**config.mk**
```make
export PLATFORM = sky130hd
export DESIGN_NAME = gzip_header_parser
export DESIGN_NICKNAME = d
export VERILOG_FILES = /design/src/sv/gzhp_pkg.sv /design/src/sv/gzip_header_parser.sv
export SDC_FILE = /design/constraint.sdc
export NUM_CORES = 1
export LEC_CHECK = 0
export BUFFER_PORTS_ARGS = -buffer_cell sky130_fd_sc_hd__buf_2
export CORE_ASPECT_RATIO = 0.7
export CORE_UTILIZATION = 60
export CTS_BUF_LIST = sky130_fd_sc_hd__clkbuf_16
export CTS_CLUSTER_DIAMETER = 60
export DETAILED_ROUTE_END_ITERATION = 12
export PLACE_DENSITY_LB_ADDON = 0.2
export SYNTH_ARGS = -nofsm -noshare
export SYNTH_HDL_FRONTEND = slang
export SYNTH_SLANG_ARGS = --single-unit
export TNS_END_PERCENT = 5
```
**constraint.sdc**
```tcl
create_clock -name clk -period 6 [get_ports clk]
set_input_delay 0.9 -clock clk [delete_from_list [all_inputs] [get_ports clk]]
set_output_delay 0.9 -clock clk [all_outputs]
set_load 0.02 [all_outputs]
```
**src/sv/gzhp_pkg.sv**
```systemverilog
// ============================================================================
// gzhp_pkg: shared codes for the gzip member header parser
// Status and byte class codes, magic bytes, flag bit positions and the
// field widths of the item streams.
// ============================================================================
package gzhp_pkg;

    // Per-byte status codes.
    localparam logic [1:0] ST_TAKEN    = 2'd0;
    localparam logic [1:0] ST_COMPLETE = 2'd1;
    localparam logic [1:0] ST_BAD_MAGIC = 2'd2;
    localparam logic [1:0] ST_OUTSIDE  = 2'd3;

    // Per-byte class codes.
    localparam logic [3:0] CLS_ID      = 4'd0;
    localparam logic [3:0] CLS_METHOD  = 4'd1;
    localparam logic [3:0] CLS_FLAGS   = 4'd2;
    localparam logic [3:0] CLS_MTIME   = 4'd3;
    localparam logic [3:0] CLS_XFL     = 4'd4;
    localparam logic [3:0] CLS_OS      = 4'd5;
    localparam logic [3:0] CLS_XLEN    = 4'd6;
    localparam logic [3:0] CLS_EXTRA   = 4'd7;
    localparam logic [3:0] CLS_NAME    = 4'd8;
    localparam logic [3:0] CLS_COMMENT = 4'd9;
    localparam logic [3:0] CLS_HCRC    = 4'd10;
    localparam logic [3:0] CLS_PAYLOAD = 4'd11;
    localparam logic [3:0] CLS_ERROR   = 4'd12;

    // Magic bytes of a member header.
    localparam logic [7:0] MAGIC_ID1 = 8'h1f;
    localparam logic [7:0] MAGIC_ID2 = 8'h8b;

    // Bit positions of the optional sections in FLG.
    localparam int unsigned FLG_FHCRC    = 1;
    localparam int unsigned FLG_FEXTRA   = 2;
    localparam int unsigned FLG_FNAME    = 3;
    localparam int unsigned FLG_FCOMMENT = 4;

    // Stream widths.
    localparam int unsigned IN_DATA_W  = 8;
    localparam int unsigned IN_USER_W  = 1;
    localparam int unsigned OUT_DATA_W = 64;
    localparam int unsigned OUT_USER_W = 6;

endpackage

```
**src/sv/gzip_header_parser.sv**
```systemverilog
// ============================================================================
// gzip_header_parser: gzip member header parser
// Walks a gzip member header one byte per item, checks the magic bytes,
// captures the fixed fields and classifies every byte of the optional
// sections.
// ============================================================================
// The parser takes one byte per cycle and answers every byte with exactly one
// result item, in the cycle after it is accepted; a new byte is taken in every
// cycle in which the result register is empty or is being read, so the
// sustained rate is one byte per clock. The rate is set by the phase state
// machine, whose update for a byte is combinational. A byte with
// start_req set opens a new header at any time. The captured header fields are
// shown on every result as they stand after that byte.
module gzip_header_parser
(
    input  logic                                clk,
    input  logic                                rst_n,
    // Input item stream.
    input  logic                                s_axis_tvalid,
    output logic                                s_axis_tready,
    input  logic [gzhp_pkg::IN_DATA_W-1:0]      s_axis_tdata,   // data_byte[7:0]
    input  logic [gzhp_pkg::IN_USER_W-1:0]      s_axis_tuser,   // start_req[0]
    // Result item stream.
    output logic                                m_axis_tvalid,
    input  logic                                m_axis_tready,
    // method[7:0], header_flags[15:8], mod_time[47:16], extra_flags[55:48],
    // os_code[63:56]
    output logic [gzhp_pkg::OUT_DATA_W-1:0]     m_axis_tdata,
    // status[1:0], byte_class[5:2]
    output logic [gzhp_pkg::OUT_USER_W-1:0]     m_axis_tuser
);

    typedef enum logic [3:0] {
        PH_IDLE    = 4'd0,
        PH_ID2     = 4'd1,
        PH_FIXED   = 4'd2,
        PH_XLEN    = 4'd3,
        PH_EXTRA   = 4'd4,
        PH_NAME    = 4'd5,
        PH_COMMENT = 4'd6,
        PH_HCRC    = 4'd7,
        PH_ERROR   = 4'd8
    } phase_t;

    phase_t      phase_reg, phase_next;
    logic [2:0]  index_reg, index_next;
    logic        id_ok_reg, id_ok_next;
    logic [15:0] extra_reg, extra_next;
    logic [7:0]  method_reg, method_next;
    logic [7:0]  flags_reg, flags_next;
    logic [31:0] mtime_reg, mtime_next;
    logic [7:0]  xfl_reg, xfl_next;
    logic [7:0]  os_reg, os_next;
    logic        out_valid_reg, out_valid_next;
    logic [1:0]  status_reg, status_next;
    logic [3:0]  class_reg, class_next;

    logic        accept;
    logic [7:0]  data_byte;
    logic        start_req;
    logic [15:0] extra_dec;
    phase_t      after_phase;

    // First optional section after the given one whose flag is set.
    function automatic phase_t section_after(input phase_t done, input logic [7:0] flg);
        phase_t res;
        begin
            if (done < PH_XLEN && flg[gzhp_pkg::FLG_FEXTRA])
                res = PH_XLEN;
            else if (done < PH_NAME && flg[gzhp_pkg::FLG_FNAME])
                res = PH_NAME;
            else if (done < PH_COMMENT && flg[gzhp_pkg::FLG_FCOMMENT])
                res = PH_COMMENT;
            else if (done < PH_HCRC && flg[gzhp_pkg::FLG_FHCRC])
                res = PH_HCRC;
            else
                res = PH_IDLE;
            return res;
        end
    endfunction

    // Handshake: the result register parts the two sides.
    assign accept        = s_axis_tvalid && s_axis_tready;
    assign s_axis_tready = !out_valid_reg || m_axis_tready;
    assign data_byte     = s_axis_tdata[7:0];
    assign start_req     = s_axis_tuser[0];
    assign extra_dec     = extra_reg - 16'd1;

    // Phase update for one byte.
    always_comb
    begin
        phase_next  = phase_reg;
        index_next  = index_reg;
        id_ok_next  = id_ok_reg;
        extra_next  = extra_reg;
        method_next = method_reg;
        flags_next  = flags_reg;
        mtime_next  = mtime_reg;
        xfl_next    = xfl_reg;
        os_next     = os_reg;
        status_next = gzhp_pkg::ST_TAKEN;
        class_next  = gzhp_pkg::CLS_PAYLOAD;
        after_phase = PH_IDLE;

        if (start_req)
        begin
            method_next = '0;
            flags_next  = '0;
            mtime_next  = '0;
            xfl_next    = '0;
            os_next     = '0;
            extra_next  = '0;
            index_next  = '0;
            id_ok_next  = (data_byte == gzhp_pkg::MAGIC_ID1);
            phase_next  = PH_ID2;
            class_next  = gzhp_pkg::CLS_ID;
        end
        else
        begin
            case (phase_reg)
                PH_ID2:
                begin
                    class_next = gzhp_pkg::CLS_ID;
                    if (id_ok_reg && data_byte == gzhp_pkg::MAGIC_ID2)
                    begin
                        phase_next = PH_FIXED;
                        index_next = '0;
                    end
                    else
                    begin
                        status_next = gzhp_pkg::ST_BAD_MAGIC;
                        phase_next  = PH_ERROR;
                    end
                end
                PH_FIXED:
                begin
                    case (index_reg)
                        3'd0:
                        begin
                            class_next  = gzhp_pkg::CLS_METHOD;
                            method_next = data_byte;
                        end
                        3'd1:
                        begin
                            class_next = gzhp_pkg::CLS_FLAGS;
                            flags_next = data_byte;
                        end
                        3'd2, 3'd3, 3'd4, 3'd5:
                        begin
                            class_next = gzhp_pkg::CLS_MTIME;
                            mtime_next[8 * (index_reg[1:0] ^ 2'd2) +: 8] =
                                mtime_reg[8 * (index_reg[1:0] ^ 2'd2) +: 8] | data_byte;
                        end
                        3'd6:
                        begin
                            class_next = gzhp_pkg::CLS_XFL;
                            xfl_next   = data_byte;
                        end
                        default:
                        begin
                            class_next = gzhp_pkg::CLS_OS;
                            os_next    = data_byte;
                        end
                    endcase
                    if (index_reg == 3'd7)
                    begin
                        after_phase = section_after(PH_FIXED, flags_reg);
                        phase_next  = after_phase;
                        index_next  = '0;
                        if (after_phase == PH_IDLE)
                            status_next = gzhp_pkg::ST_COMPLETE;
                    end
                    else
                    begin
                        index_next = index_reg + 3'd1;
                    end
                end
                PH_XLEN:
                begin
                    class_next = gzhp_pkg::CLS_XLEN;
                    if (!index_reg[0])
                    begin
                        extra_next = {8'd0, data_byte};
                        index_next = 3'd1;
                    end
                    else
                    begin
                        extra_next = {data_byte, extra_reg[7:0]};
                        index_next = '0;
                        if ({data_byte, extra_reg[7:0]} == 16'd0)
                        begin
                            after_phase = section_after(PH_EXTRA, flags_reg);
                            phase_next  = after_phase;
                            if (after_phase == PH_IDLE)
                                status_next = gzhp_pkg::ST_COMPLETE;
                        end
                        else
                        begin
                            phase_next = PH_EXTRA;
                        end
                    end
                end
                PH_EXTRA:
                begin
                    class_next = gzhp_pkg::CLS_EXTRA;
                    extra_next = extra_dec;
                    if (extra_dec == 16'd0)
                    begin
                        after_phase = section_after(PH_EXTRA, flags_reg);
                        phase_next  = after_phase;
                        index_next  = '0;
                        if (after_phase == PH_IDLE)
                            status_next = gzhp_pkg::ST_COMPLETE;
                    end
                end
                PH_NAME, PH_COMMENT:
                begin
                    class_next = (phase_reg == PH_NAME) ? gzhp_pkg::CLS_NAME
                                                        : gzhp_pkg::CLS_COMMENT;
                    if (data_byte == 8'd0)
                    begin
                        after_phase = section_after(phase_reg, flags_reg);
                        phase_next  = after_phase;
                        index_next  = '0;
                        if (after_phase == PH_IDLE)
                            status_next = gzhp_pkg::ST_COMPLETE;
                    end
                end
                PH_HCRC:
                begin
                    class_next = gzhp_pkg::CLS_HCRC;
                    if (!index_reg[0])
                    begin
                        index_next = 3'd1;
                    end
                    else
                    begin
                        phase_next  = PH_IDLE;
                        index_next  = '0;
                        status_next = gzhp_pkg::ST_COMPLETE;
                    end
                end
                PH_ERROR:
                begin
                    class_next  = gzhp_pkg::CLS_ERROR;
                    status_next = gzhp_pkg::ST_OUTSIDE;
                end
                default:
                begin
                    phase_next  = PH_IDLE;
                    class_next  = gzhp_pkg::CLS_PAYLOAD;
                    status_next = gzhp_pkg::ST_OUTSIDE;
                end
            endcase
        end
    end

    // The result register fills on an accepted byte and empties when read.
    always_comb
    begin
        if (accept)
            out_valid_next = 1'b1;
        else if (m_axis_tready)
            out_valid_next = 1'b0;
        else
            out_valid_next = out_valid_reg;
    end

    // State and result registers.
    always_ff @(posedge clk or negedge rst_n)
    begin
        if (!rst_n)
        begin
            phase_reg     <= PH_IDLE;
            index_reg     <= '0;
            id_ok_reg     <= 1'b0;
            extra_reg     <= '0;
            method_reg    <= '0;
            flags_reg     <= '0;
            mtime_reg     <= '0;
            xfl_reg       <= '0;
            os_reg        <= '0;
            out_valid_reg <= 1'b0;
            status_reg    <= gzhp_pkg::ST_OUTSIDE;
            class_reg     <= gzhp_pkg::CLS_PAYLOAD;
        end
        else
        begin
            out_valid_reg <= out_valid_next;
            if (accept)
            begin
                phase_reg  <= phase_next;
                index_reg  <= index_next;
                id_ok_reg  <= id_ok_next;
                extra_reg  <= extra_next;
                method_reg <= method_next;
                flags_reg  <= flags_next;
                mtime_reg  <= mtime_next;
                xfl_reg    <= xfl_next;
                os_reg     <= os_next;
                status_reg <= status_next;
                class_reg  <= class_next;
            end
        end
    end

    // The captured fields change only on an accepted byte, which needs the
    // result register free, so they drive the result payload directly.
    assign m_axis_tvalid = out_valid_reg;
    assign m_axis_tdata  = {os_reg, xfl_reg, mtime_reg, flags_reg, method_reg};
    assign m_axis_tuser  = {class_reg, status_reg};

    // A byte with the start flag always yields an ID result next cycle.
    a_start_id: assert property (@(posedge clk) disable iff (!rst_n)
        accept && start_req |=> m_axis_tvalid && class_reg == gzhp_pkg::CLS_ID
            && status_reg == gzhp_pkg::ST_TAKEN)
        else $error("start byte not reported as header ID");

    // Bad magic is only ever reported on an ID byte and leads to the error phase.
    a_bad_magic: assert property (@(posedge clk) disable iff (!rst_n)
        m_axis_tvalid && status_reg == gzhp_pkg::ST_BAD_MAGIC |->
            class_reg == gzhp_pkg::CLS_ID && phase_reg == PH_ERROR)
        else $error("bad magic reported outside the ID check");

    // The extra section is never entered with nothing left to skip.
    a_extra_nonzero: assert property (@(posedge clk) disable iff (!rst_n)
        phase_reg == PH_EXTRA |-> extra_reg != 16'd0)
        else $error("extra section active with zero count");

    // Two-byte sections use only the low index bit.
    a_pair_index: assert property (@(posedge clk) disable iff (!rst_n)
        phase_reg == PH_XLEN || phase_reg == PH_HCRC |-> index_reg[2:1] == 2'd0)
        else $error("pair index out of range");

    // A completed header leaves the parser outside any header.
    a_complete_idle: assert property (@(posedge clk) disable iff (!rst_n)
        $rose(m_axis_tvalid) && status_reg == gzhp_pkg::ST_COMPLETE |->
            phase_reg == PH_IDLE)
        else $error("header complete but parser still inside a section");

endmodule

```
; Word level (Yosys, flattened, before mapping)
; Index checks and enable logic that the tools add are counted.
[totals]
wordCells = 164
output_inout_bits = 72
regBits = 95
input_bits = 13
[classes]
magnitude_cmp = 4
muxes = 75
n_shift = 3
eq_ne = 26
addsub = 3
bitwise = 2
reduce_logical = 38
[op_table]
columns = op, n
row1 = two-way mux 32 bit, 3
row2 = two-way mux 4 bit, 24
row3 = two-way mux 8 bit, 12
row4 = one-hot mux 4 bit (7 select lines), 2
row5 = negation 5 -> 34 bit, 1
row6 = variable shift 8 x 34 -> 32 bit (first input constant), 1
row7 = indexed part select 8 x 34 -> 32 bit, 1
row8 = two-way mux 3 bit, 11
row9 = bitwise mux 32 bit, 1
row10 = logical NOT 16 bit, 2
row11 = two-way mux 16 bit, 2
row12 = one-hot mux 16 bit (2 select lines), 1
row13 = indexed part select 32 x 6 -> 8 bit, 1
row14 = != test 3 bit (second input constant), 7
row15 = AND reduction 3 bit, 6
row16 = == test 4 x 3 -> 1 bit (second input constant), 4
row17 = logical NOT 4 bit, 4
row18 = subtractor 16 x 1 -> 16 bit (second input constant), 1
row19 = one-hot mux 3 bit (5 select lines), 1
row20 = two-way mux 1 bit, 14
row21 = == test 3 bit (second input constant), 4
row22 = < comparator 4 x 3 -> 1 bit (second input constant), 3
row23 = one-hot mux 2 bit (6 select lines), 1
row24 = one-hot mux 3 bit (4 select lines), 1
row25 = other kinds (28), 43

; Depth between registers and ports, before layout
; Gate-level depths: netlist of the first run.
[logic_depth]
ltp_word = 14
mapped_depth = 12
ltp_nobuf = 8

; Worst setup path after synthesis of the first run
; Ideal clock, no wire load.
[synth_path]
kind = register -> register
from = reg index_reg[0]
to = reg mtime_reg[30]
t_required_ns = 5.879
arrival_ns = 2.900
stages_incl_launch_ff = 12
setup_slack_ns = 2.979
period_less_slack_ns = 3.021
path_buffers = 3
cell_sequence = dfrtp_1 > clkbuf_1 > clkbuf_1 > inv_1 > ha_1 > or3b_2 > a21oi_1 > nor3_2 > nor3b_1 > and4_1 > buf_2 > a22o_1
[synth_via]
elab_chain_cells = 7
word_cells_on_any_way = 16
[synth_lines]
columns = element, line_no
row1 = from (decl), gzip_header_parser.sv:46  ; logic [2:0] index_reg, index_next;
row2 = from (signal assigned), gzip_header_parser.sv:293  ; index_reg <= index_next;
row3 = indexed part select 32 x 6 -> 8 bit, gzip_header_parser.sv:152  ; mtime_reg[8 * (index_reg[1:0] ^ 2'd2) +: 8] | data_byte;
row4 = OR 8 bit, gzip_header_parser.sv:152
row5 = indexed part select 8 x 34 -> 32 bit, gzip_header_parser.sv:151  ; mtime_next[8 * (index_reg[1:0] ^ 2'd2) +: 8] =
row6 = bitwise mux 32 bit, gzip_header_parser.sv:151
row7 = two-way mux 32 bit, gzip_header_parser.sv:137  ; case (index_reg)
row8 = two-way mux 32 bit, gzip_header_parser.sv:120  ; case (phase_reg)
row9 = two-way mux 32 bit, gzip_header_parser.sv:105  ; if (start_req)
row10 = to (signal assigned), gzip_header_parser.sv:298  ; mtime_reg <= mtime_next;
row11 = to (decl), gzip_header_parser.sv:51  ; logic [31:0] mtime_reg, mtime_next;
; Parallel ways exist; a longest one is shown, timed or not. The select of a mux whose other input is x is not followed.
; A chain may end at the register's enable or synchronous reset.

; Final worst setup path of the first run
[layout_path]
from = reg index_reg[0]
to = reg mtime_reg[25]
; The elaborated chain is that of the path after synthesis.

==> results of run 1 <==
critical path, stage by stage, from the launching register on:
cell	delay, ns
dfrtp_1	1.07
inv_1	0.39
ha_1	0.36
or3b_2	0.44
a21oi_1	0.18
nor3_2	0.08
a21oi_1	0.76
a22o_1	0.27
power by group:
group          total [mW]  internal, mW  switching, mW
Combinational       0.313         0.112          0.201
Sequential          0.733         0.689         0.0445
Clock               0.576         0.295          0.281
Total                1.62          1.10          0.527
cell families after synthesis:
logic type                 count (synthesis)  synth area share (%)
muxes                                     49                  12.0
AOI/OAI and AO/OA                        146                  17.1
adders and majority gates                 10                  2.34
xor gates and xnor gates                   5                 0.819
buffers and inverters                     47                  3.53
DFF                                       95                  44.6
and+or+nand+nor                          198                  19.7
final cells by class:
| type | count | area, um2 | share of cell area, % |
|---|---|---|---|
| Clock buffer | 9 | 225 | 3.68 |
| Clock inverter | 7 | 77.6 | 1.27 |
| Inverter | 20 | 75.1 | 1.23 |
| Multi-Input combinational cell | 408 | 2770 | 45.4 |
| Sequential cell | 95 | 2380 | 39.0 |
| Tap cell | 120 | 150 | 2.45 |
| Timing Repair Buffer | 85 | 430 | 7.04 |
synthesized netlist by cell type (2+ instances only):
library cell  instances  area, um2
mux4_2                8        180
nor2_1               48        180
and3_1                4       25.0
or4_1                 3       22.5
buf_1                 2       7.51
clkbuf_1             22       82.6
or3b_2                2       17.5
nor2b_1              14       87.6
nand2_1              43        161
ha_1                 10        125
xor2_1                3       26.3
nor4bb_1              2       20.0
o22ai_1               3       18.8
o31ai_1               7       52.6
nor4_1                8       50.1
dfrtp_1              90       2250
nand3_1              19       95.1
a22o_1               13        114
o41ai_1               2       17.5
a21o_1                4       30.0
o21a_1                5       37.5
or2_2                 3       18.8
nand4_1               5       31.3
nor3_1               16       80.1
o31a_1                3       26.3
a31oi_1               9       56.3
nand2b_1             12       75.1
o32ai_1               2       17.5
mux2_2               40        450
a21oi_1              32        160
dfstp_2               5        131
o211ai_1              2       15.0
o21ai_0              54        270
inv_1                20       75.1
nor3b_1               4       30.0
xnor2_1               2       17.5
final timing paths:
path | to | slack (ns) | cells after the start
max | mtime_reg[25]$_DFFE_PN0P_ | 2.37 | 7
min | extra_reg[13]$_DFFE_PN0P_ | 0.47 | 1
max reg2reg | mtime_reg[25]$_DFFE_PN0P_ | 2.37 | 7
min reg2reg | class_reg[1]$_DFFE_PN1P_ | 0.47 | 2
max in group asynchronous | mtime_reg[17]$_DFFE_PN0P_ | 4.37 | 2
min in group clk | class_reg[1]$_DFFE_PN1P_ | 0.47 | 2
metal layers:
layer / up-vias / share of wire (%) / routed length (um)
met3: 41 / 12 / 1790
met1: 2346 / 43 / 6460
met2: 339 / 42 / 6350
li1: 2158 / - / -
met4: 0 / 2.4 / 362
met5: - / 0 / 0
==> PnR_summary.wiki, run 1 <==
{| class="wikitable"
! Metric !! Value
|-
| Setup Crit Path Kind || reg -> reg
|-
| WL per Instance || 20.1 um
|-
| Final Worst Setup Slack || ~2.4 ns
|-
| Met3 track utilization from global routing || 8.58%
|-
| Total I/O pin count || 85
|-
| Data arrival time of the worst path || slightly below 4 ns
|-
| Share of synthesized area occupied by flip-flops and latches || 44.6%
|-
| Setup repair after global routing missed its margin || no
|-
| Commonest cells after routing, fill and taps aside || 90 x dfrtp_1, 83 x buf_2, 54 x o21ai_0
|-
| # Post-CTS Setup Buffers || 0
|-
| Clock-pin slew reported for the worst setup and hold paths after clock tree synthesis || 0.08 ns
|-
| Fill cells || approximately 650
|-
| Min Hold Slack || between 0.4 and 0.5 ns
|-
| Later-pin clock latency in the skew report || 0.35 ns
|-
| Post-synthesis instance area || ~5300 um2
|-
| Most common flop cell mapped by yosys || dfrtp_1
|-
| Routed Antenna Nets || 0
|-
| Critical Path Start Type || flop
|-
| Final count of hold timing violations || 0
|-
| Detailed Route WL || 15000 um
|-
| TNS Setup || 0 ns
|-
| Vias || just under 5000
|-
| Via count of the first global-routing pass || 4527
|-
| DRC violations left || 0
|-
| Share of the core filled with cells || just over 70%
|-
| Total number of nets in the final design || 642
|-
| FP Rows || 28
|-
| GRT overflow || 0
|-
| Fmax achieved || 275 MHz
|-
| Layout cell share with drive strength beyond 1 || 26.9%
|-
| Buffer levels on the longest clock path || 2
|-
| Inserted Clock Buffers || 9
|-
| Layout-stage area growth over the synthesis result || 14.4%
|-
| Number of pins with negative max-slew slack in the final report || 0
|-
| CP required || roughly 6.3 ns
|-
| Most common cell after layout, fill and taps aside || dfrtp_1
|-
| Maximum capacitance violations || 0
|-
| Maximum resistive drop on vdd || 0.000247 V
|-
| Power density over cell area || approximately 270 nW/um2
|-
| CTS H-tree depth || 3
|-
| Number of warning messages in the yosys log || 0
|-
| Total power of the final layout || 1.62 mW
|-
| Largest fanout on the critical path || 26
|-
| Final setup viols || 0
|-
| Initial antenna violation count || 0
|-
| Final design instance area without fill || 6120 um2
|-
| Ratio of routed vias to standard cells || 6.56
|-
| Antenna Cells || 0
|-
| Number of distinct library cells after synthesis || 65
|-
| Tightest Pin Transition || 1.19 ns
|-
| Min Tclk post-route || 3.63 ns
|-
| Global-route layer with the greatest usage || met2
|-
| Clock tree from TritonCTS || done
|-
| Count of buffers from port buffering || 84
|-
| Worst slack at placement || between 2 and 2.5 ns
|-
| Post-Layout Cell Count || 744
|-
| Met1 global-route usage || 49.6%
|-
| Worst r2r src || index_reg[0]$_DFFE_PN0P_
|-
| Hold Buf Count CTS || 0
|-
| Post-Synthesis Cells || 550
|-
| DIE WIDTH || 115 um
|-
| Min-delay worst type || in -> async
|-
| Sort of element at the end of the critical path || flop
|-
| RePlAce Congestion || 0.972
|-
| DIE AREA || 9300 um2
|-
| Global-route wire length before repair || 23900 um
|-
| Met2 demand-to-capacity share in global routing || around half
|-
| Count of flip-flops with a built-in enable after synthesis || 0
|-
| Largest register FFs || 32
|-
| Number of iterations in the first detailed-routing pass || 5
|-
| Die Y || around 80 um
|-
| Final period util || 60.6%
|-
| HPWL reported at the end of detailed placement || 10500 um
|-
| # placed instances || 728
|-
| Max-slew headroom at the worst pin || 20.2%
|-
| Net count after synthesis || approximately 570
|-
| Starting Density || about 63%
|-
| Clock tree skew after final layout || between 0.01 and 0.015 ns
|-
| Cell at the root of the clock tree || clkbuf_16
|-
| Leakage Power || 2.85 nW
|-
| Timing startpoint of the critical path || index_reg[0]$_DFFE_PN0P_
|-
| Sink Count || 95
|-
| Core Box Area || 8550 um2
|-
| Status || finished clean
|-
| Post-cts sizing count || 0
|-
| Async set-reset flop share out of synthesis || 100%
|-
| Placed inst area || 5810 um2
|-
| Count of state elements after synthesis || 95
|-
| Tot GR Track Use || between 30% and 40%
|-
| Post-Syn Area per Cell || a little under 10 um2
|-
| Largest net degree at the start of global routing || 69
|-
| Starting DRT DRC Count || 533
|}
Power figures use the tool's default switching activity.
==> run 2, diff against run 1 <==
CORE_UTILIZATION = 57   (was 60)
clock period = 3.51 ns   (was 6 ns; I/O delays follow)
==> run 2 against run 1 <==
Compared with the run above:
- power grew 72%
- highest routed layer unchanged
- count of clock-buffer cells in the layout is the same
- maximum frequency grew 22%
- utilization shrank 3.2 points
- critical endpoint is now mtime_reg[14]$_DFFE_PN0P_
- register-to-register slack lost 1.8 ns
- non-clock buffer count up 12
==> PnR_summary.wiki, run 2 (synthesis results as in run 1) <==
{| class="wikitable"
! Metric !! Value
|-
| Tot GR Track Use || 33.5% (was 34.2%)
|-
| Via count of the first global-routing pass || 4781 (was 4527)
|-
| Detailed Route WL || 15800 um (was 15000 um)
|-
| Largest fanout on the critical path || 12 (was 26)
|-
| Post-Layout Cell Count || 759 (was 744)
|-
| Min-delay worst type || in -> async (unchanged)
|-
| Tightest Pin Transition || 1.24 ns (was 1.19 ns)
|-
| FP Rows || 29 (was 28)
|-
| GRT overflow || 0 (unchanged)
|-
| Maximum resistive drop on vdd || 0.000310 V (was 0.000247 V)
|-
| Global-route wire length before repair || 25400 um (was 23900 um)
|-
| Post-cts sizing count || 0 (unchanged)
|-
| Final setup viols || 0 (unchanged)
|-
| Core Box Area || 9070 um2 (was 8550 um2)
|-
| Buffer levels on the longest clock path || 2 (unchanged)
|-
| Largest delay share family, worst path || simple AND/OR/NAND/NOR gates (was compound AO/OA/AOI/OAI gates)
|-
| Cell with the largest stage delay on the worst path || or4b_1 (was dfrtp_1)
|-
| Later-pin clock latency in the skew report || 0.35 ns (about the same)
|-
| Data arrival time of the worst path || 3.23 ns (was 3.93 ns)
|-
| Power density over cell area || 450 nW/um2 (was 265 nW/um2)
|-
| R2R depth || 6 (was 7)
|-
| CTS H-tree depth || 3 (unchanged)
|-
| Count of buffers from port buffering || 84 (unchanged)
|-
| # Post-CTS Setup Buffers || 0 (unchanged)
|-
| Final count of hold timing violations || 0 (unchanged)
|-
| Cell at the root of the clock tree || clkbuf_16 (unchanged)
|-
| Clock-pin slew reported for the worst setup and hold paths after clock tree synthesis || 0.07 ns (was 0.08 ns)
|-
| Commonest cells after routing, fill and taps aside || 90 x dfrtp_1, 83 x buf_2, 54 x o21ai_0 (unchanged)
|-
| DIE AREA || 9780 um2 (was 9300 um2)
|-
| Final period util || 84.8% (was 60.6%)
|-
| Sink Count || 95 (unchanged)
|-
| DIE WIDTH || 118 um (was 115 um)
|-
| Largest net degree at the start of global routing || 61 (was 69)
|-
| Worst slack at placement || 0.611 ns (was 2.45 ns)
|-
| Max-slew headroom at the worst pin || 16.9% (was 20.2%)
|-
| Layout cell share with drive strength beyond 1 || 28.0% (was 26.9%)
|-
| Crit path cell chain || buf_4, or4b_1, nor3_2, nor3b_1, nand4_1, o21ai_0 (was inv_1, ha_1, or3b_2, a21oi_1, nor3_2, a21oi_1, a22o_1)
|-
| Starting Density || 58.9% (was 62.5%)
|-
| Largest register FFs || 32 (unchanged)
|-
| Min Tclk post-route || 2.98 ns (was 3.63 ns)
|-
| CP required || 3.76 ns (was 6.29 ns)
|-
| # placed instances || 744 (was 728)
|-
| Vias || 5005 (was 4884)
|-
| WP depth || 6 (was 7)
|-
| Sort of element at the end of the critical path || flop (unchanged)
|-
| Fill cells || 706 (was 652)
|-
| Total power of the final layout || 2.79 mW (was 1.62 mW)
|-
| Fmax achieved || 336 MHz (was 275 MHz)
|-
| Status || finished clean (unchanged)
|-
| Number of iterations in the first detailed-routing pass || 7 (was 5)
|-
| Most common cell after layout, fill and taps aside || dfrtp_1 (unchanged)
|-
| Inserted Clock Buffers || 9 (unchanged)
|-
| HPWL reported at the end of detailed placement || 10800 um (was 10500 um)
|-
| Leakage Power || 2.91 nW (was 2.85 nW)
|-
| Maximum capacitance violations || 0 (unchanged)
|-
| Critical Path Start Type || flop (unchanged)
|-
| Initial antenna violation count || 0 (unchanged)
|-
| Starting DRT DRC Count || 520 (was 533)
|-
| RePlAce Congestion || 0.975 (was 0.972)
|-
| Bufs and invs on worst path || 1 (unchanged)
|-
| Hold Buf Count CTS || 0 (unchanged)
|-
| Antenna Cells || 0 (unchanged)
|-
| Layout-stage area growth over the synthesis result || 16.0% (was 14.4%)
|-
| Final design instance area without fill || 6200 um2 (was 6120 um2)
|-
| Crit path largest cell delay || 0.62 ns (was 1.07 ns)
|-
| Total I/O pin count || 85 (unchanged)
|-
| DRC violations left || 0 (unchanged)
|-
| Final Worst Setup Slack || 0.534 ns (was 2.37 ns)
|-
| Placed inst area || 5910 um2 (was 5810 um2)
|-
| Clock tree from TritonCTS || done (unchanged)
|-
| Die Y || 83.0 um (was 81.0 um)
|-
| Routed Antenna Nets || 0 (unchanged)
|-
| Clock tree skew after final layout || 0.0104 ns (was 0.0120 ns)
|-
| Total number of nets in the final design || 654 (was 642)
|-
| WL per Instance || 20.8 um (was 20.1 um)
|-
| TNS Setup || 0 ns (unchanged)
|-
| Setup Crit Path Kind || reg -> reg (unchanged)
|-
| Number of pins with negative max-slew slack in the final report || 0 (unchanged)
|-
| Ratio of routed vias to standard cells || 6.59 (was 6.56)
|-
| Setup repair after global routing missed its margin || no (unchanged)
|}
run 2: per-stage QoR:
| stage | hold WS [ns] | utilization [%] |
|---|---|---|
| final | 0.250 | 68.4 |
| after global routing | 0.335 | 68.4 |
| after CTS | 0.286 | 68.4 |
| after detailed placement | 0.468 | 65.1 |
| after global placement | 0.453 | 65.1 |
| after floorplan | 0.231 | - |
run 2: final timing paths:
check	start	endpoint	slack [ns]
max	phase_reg[0]$_DFFE_PN0P_	mtime_reg[14]$_DFFE_PN0P_	0.53
min	rst_n	extra_reg[13]$_DFFE_PN0P_	0.25
max reg2reg	phase_reg[0]$_DFFE_PN0P_	mtime_reg[14]$_DFFE_PN0P_	0.53
min reg2reg	class_reg[0]$_DFFE_PN1P_	class_reg[0]$_DFFE_PN1P_	0.47
max in group asynchronous	rst_n	status_reg[0]$_DFFE_PN1P_	2.45
min in group clk	s_axis_tvalid	m_axis_tvalid$_DFFE_PN0P_	0.42
run 2: routing by layer:
| metal | global-route usage (%) | share of wire [%] | wire (um) |
|---|---|---|---|
| met1 | 48.2 | 42 | 6620 |
| met2 | 49.5 | 44 | 6900 |
| met3 | 8.24 | 11 | 1760 |
| met4 | 12.0 | 3.0 | 469 |
| met5 | 0 | 0 | 0 |
run 2: area by class of cell:
| type | count | area [um2] | share of cell area [%] |
|---|---|---|---|
| Multi-Input combinational cell | 408 | 2770 | 44.7 |
| Sequential cell | 95 | 2380 | 38.4 |
| Timing Repair Buffer | 97 | 520 | 8.39 |
| Clock buffer | 9 | 225 | 3.63 |
| Tap cell | 124 | 155 | 2.50 |
| Inverter | 20 | 75.1 | 1.21 |
| Clock inverter | 6 | 67.6 | 1.09 |
run 2: worst reg2reg max path, delay by kind of cell, from the launching register on:
family | cells | cell delay [ns]
AOI/OAI and AO/OA | 1 | 0.34
DFF | 1 | 0.48
and+or+nand+nor | 4 | 1.84
buffers and inverters | 1 | 0.23
run 2: report_power, final:
part	switching [mW]	internal (mW)	total, mW
clock	0.430	0.552	0.983
combinational	0.362	0.200	0.563
sequential	0.0660	1.18	1.24
total	0.859	1.93	2.79
==> run 3, diff against run 2 <==
clock period = 2.9 ns   (was 3.51 ns; I/O delays follow)
==> run 3 against run 2 <==
Compared with the run above:
- routed wire length is 1.3% higher
- non-clock buffer count up 18
- cell count rose by 2.5%
- utilization up 2.2 points
- first-iteration DRC count fell by 15%
- combinational power rose by 28%
- power is 28% higher
- via count barely moved
- critical path depth increased by 2
- largest cell class unchanged
- clock power increased by 37%
- global-route usage increased by 0.64 points
==> PnR_summary.wiki, run 3 (synthesis results as in run 1) <==
{| class="wikitable"
! Metric !! Value
|-
| Status || finished clean (unchanged)
|-
| Max-slew headroom at the worst pin || 54.1% (was 16.9%)
|-
| RePlAce Congestion || 0.953 (was 0.975)
|-
| Capturing point of the worst reg2reg path || mtime_reg[9]$_DFFE_PN0P_ (was mtime_reg[14]$_DFFE_PN0P_)
|-
| FP Rows || 29 (unchanged)
|-
| Total number of nets in the final design || 672 (was 654)
|-
| Min Tclk post-route || 2.73 ns (was 2.98 ns)
|-
| Commonest cells after routing, fill and taps aside || 90 x dfrtp_1, 83 x buf_2, 54 x o21ai_0 (unchanged)
|-
| Worst r2r src || index_reg[0]$_DFFE_PN0P_ (was phase_reg[0]$_DFFE_PN0P_)
|-
| Crit path largest cell delay || 0.43 ns (was 0.62 ns)
|-
| Inserted Clock Buffers || 9 (unchanged)
|-
| Layout cell share with drive strength beyond 1 || 30.4% (was 28.0%)
|-
| TNS Setup || 0 ns (unchanged)
|-
| Largest register FFs || 32 (unchanged)
|-
| WL per Instance || 20.5 um (was 20.8 um)
|-
| Final period util || 94.0% (was 84.8%)
|-
| Fill cells || 674 (was 706)
|-
| Maximum resistive drop on vdd || 0.000388 V (was 0.000310 V)
|-
| Sink Count || 95 (unchanged)
|-
| Hold Buf Count CTS || 0 (unchanged)
|-
| Cell with the largest stage delay on the worst path || nand4_1 (was or4b_1)
|-
| Data arrival time of the worst path || 2.98 ns (was 3.23 ns)
|-
| CP required || 3.15 ns (was 3.76 ns)
|-
| Starting DRT DRC Count || 444 (was 520)
|-
| Clock tree from TritonCTS || done (unchanged)
|-
| Timing startpoint of the critical path || index_reg[0]$_DFFE_PN0P_ (was phase_reg[0]$_DFFE_PN0P_)
|-
| R2R depth || 8 (was 6)
|-
| Ratio of routed vias to standard cells || 6.43 (was 6.59)
|-
| Die Y || 83.0 um (unchanged)
|-
| Global-route wire length before repair || 25700 um (was 25400 um)
|-
| Buffer levels on the longest clock path || 2 (unchanged)
|-
| DIE WIDTH || 118 um (unchanged)
|-
| Antenna Cells || 0 (unchanged)
|-
| Number of iterations in the first detailed-routing pass || 6 (was 7)
|-
| Cell at the root of the clock tree || clkbuf_16 (unchanged)
|-
| Final setup viols || 0 (unchanged)
|-
| Sort of element at the end of the critical path || flop (unchanged)
|-
| Final count of hold timing violations || 0 (unchanged)
|-
| Detailed Route WL || 16000 um (was 15800 um)
|-
| Largest net degree at the start of global routing || 51 (was 61)
|-
| Via count of the first global-routing pass || 4723 (was 4781)
|-
| Core Box Area || 9070 um2 (unchanged)
|-
| Tightest Pin Transition || 0.689 ns (was 1.24 ns)
|-
| GRT overflow || 0 (unchanged)
|-
| Total power of the final layout || 3.57 mW (was 2.79 mW)
|-
| R2R Setup Slk || 0.17 ns (was 0.53 ns)
|-
| Starting Density || 58.9% (unchanged)
|-
| Number of pins with negative max-slew slack in the final report || 0 (unchanged)
|-
| Setup repair after global routing missed its margin || no (unchanged)
|-
| Most common cell after layout, fill and taps aside || dfrtp_1 (unchanged)
|-
| Fmax achieved || 367 MHz (was 336 MHz)
|-
| Initial antenna violation count || 0 (unchanged)
|-
| Critical Path Start Type || flop (unchanged)
|-
| Layout-stage area growth over the synthesis result || 19.7% (was 16.0%)
|-
| Setup Crit Path Kind || reg -> reg (unchanged)
|-
| DRC violations left || 0 (unchanged)
|-
| Clock-pin slew reported for the worst setup and hold paths after clock tree synthesis || 0.07 ns (about the same)
|-
| Maximum capacitance violations || 0 (unchanged)
|-
| Min-delay worst type || in -> async (unchanged)
|-
| HPWL reported at the end of detailed placement || 11200 um (was 10800 um)
|-
| Tot GR Track Use || 34.2% (was 33.5%)
|-
| Crit path cell chain || inv_1, ha_1, or2_2, a21oi_1, nor3_2, nor3b_1, nand4_1, o21ai_0 (was buf_4, or4b_1, nor3_2, nor3b_1, nand4_1, o21ai_0)
|-
| Count of buffers from port buffering || 84 (unchanged)
|-
| Vias || 5006 (was 5005)
|-
| Leakage Power || 3.03 nW (was 2.91 nW)
|-
| Largest fanout on the critical path || 9 (was 12)
|-
| Power density over cell area || 558 nW/um2 (was 450 nW/um2)
|-
| Total I/O pin count || 85 (unchanged)
|-
| Later-pin clock latency in the skew report || 0.35 ns (about the same)
|-
| CTS H-tree depth || 3 (unchanged)
|-
| DIE AREA || 9780 um2 (unchanged)
|-
| Clock tree skew after final layout || 0.00662 ns (was 0.0104 ns)
|-
| Routed Antenna Nets || 0 (unchanged)
|}
## run 3: cell types whose count changed in the layout (fill, tap and decap cells not counted), sizes merged
cell and change:
buf +18, bufinv +1
## run 3: worst max path at each step
stage	endpoint	depth (start not counted)	slack, ns
floorplan	mtime_reg[30]$_DFFE_PN0P_	11	0.08
global placement	mtime_reg[9]$_DFFE_PN0P_	5	0.40
detailed placement	phase_reg[0]$_DFFE_PN0P_	8	0.26
CTS	phase_reg[0]$_DFFE_PN0P_	8	0.17
global route	phase_reg[2]$_DFFE_PN0P_	8	0.03
finish	mtime_reg[9]$_DFFE_PN0P_	8	0.17
## run 3: report_power, final
part           total, mW  internal (mW)  switching [mW]  leakage, nW
combinational      0.718          0.266           0.453         1.59
clock               1.35          0.777           0.572        0.162
sequential          1.50           1.43          0.0767         1.27
total               3.57           2.47            1.10         3.03
## run 3: area by class of cell
type                       instances  area (um2)  area share [%]
multi-input combinational        408        2780            43.4
timing repair buffer             115         668            10.4
tap                              124         155            2.42
sequential                        95        2380            37.2
inverter                          20        75.1            1.17
clock buffer                       9         225            3.52
clock inverter                     7         115            1.80
## run 3: critical path: cells and delay by family (launching register included)
kind | cells | cell delay [ns]
adders and majority gates | 1 | 0.38
and+or+nand+nor | 4 | 1.21
AOI/OAI and AO/OA | 2 | 0.40
DFF | 1 | 0.41
buffers and inverters | 1 | 0.23
## run 3: timing repair
action,4_1_cts,5_1_grt
resized for setup,0,1
setup endpoints to repair,0,1
endpoints found under the hold margin,0,0
setup buffers,0,0
## run 3: per-layer routing
layer  GRT usage [%]  vias up  routed length [um]
li1                -     2208                   -
met1            49.3     2445                6860
met2            50.9      312                7110
met3            8.38       41                1640
met4            10.8        0                 343
met5               0        -                   0
## run 3: metrics by stage
step / hold slack (ns) / util [%] / instances / worst slack, ns / area (um2)
floorplan: 0.139 / - / 550 / 0.0846 / 5350
global placement: 0.451 / 66.8 / 762 / 0.398 / 6060
detailed placement: 0.461 / 66.8 / 762 / 0.258 / 6060
CTS: 0.145 / 70.5 / 778 / 0.169 / 6400
global route: 0.167 / 70.6 / 778 / 0.0327 / 6400
finish: 0.101 / 70.6 / 778 / 0.173 / 6400
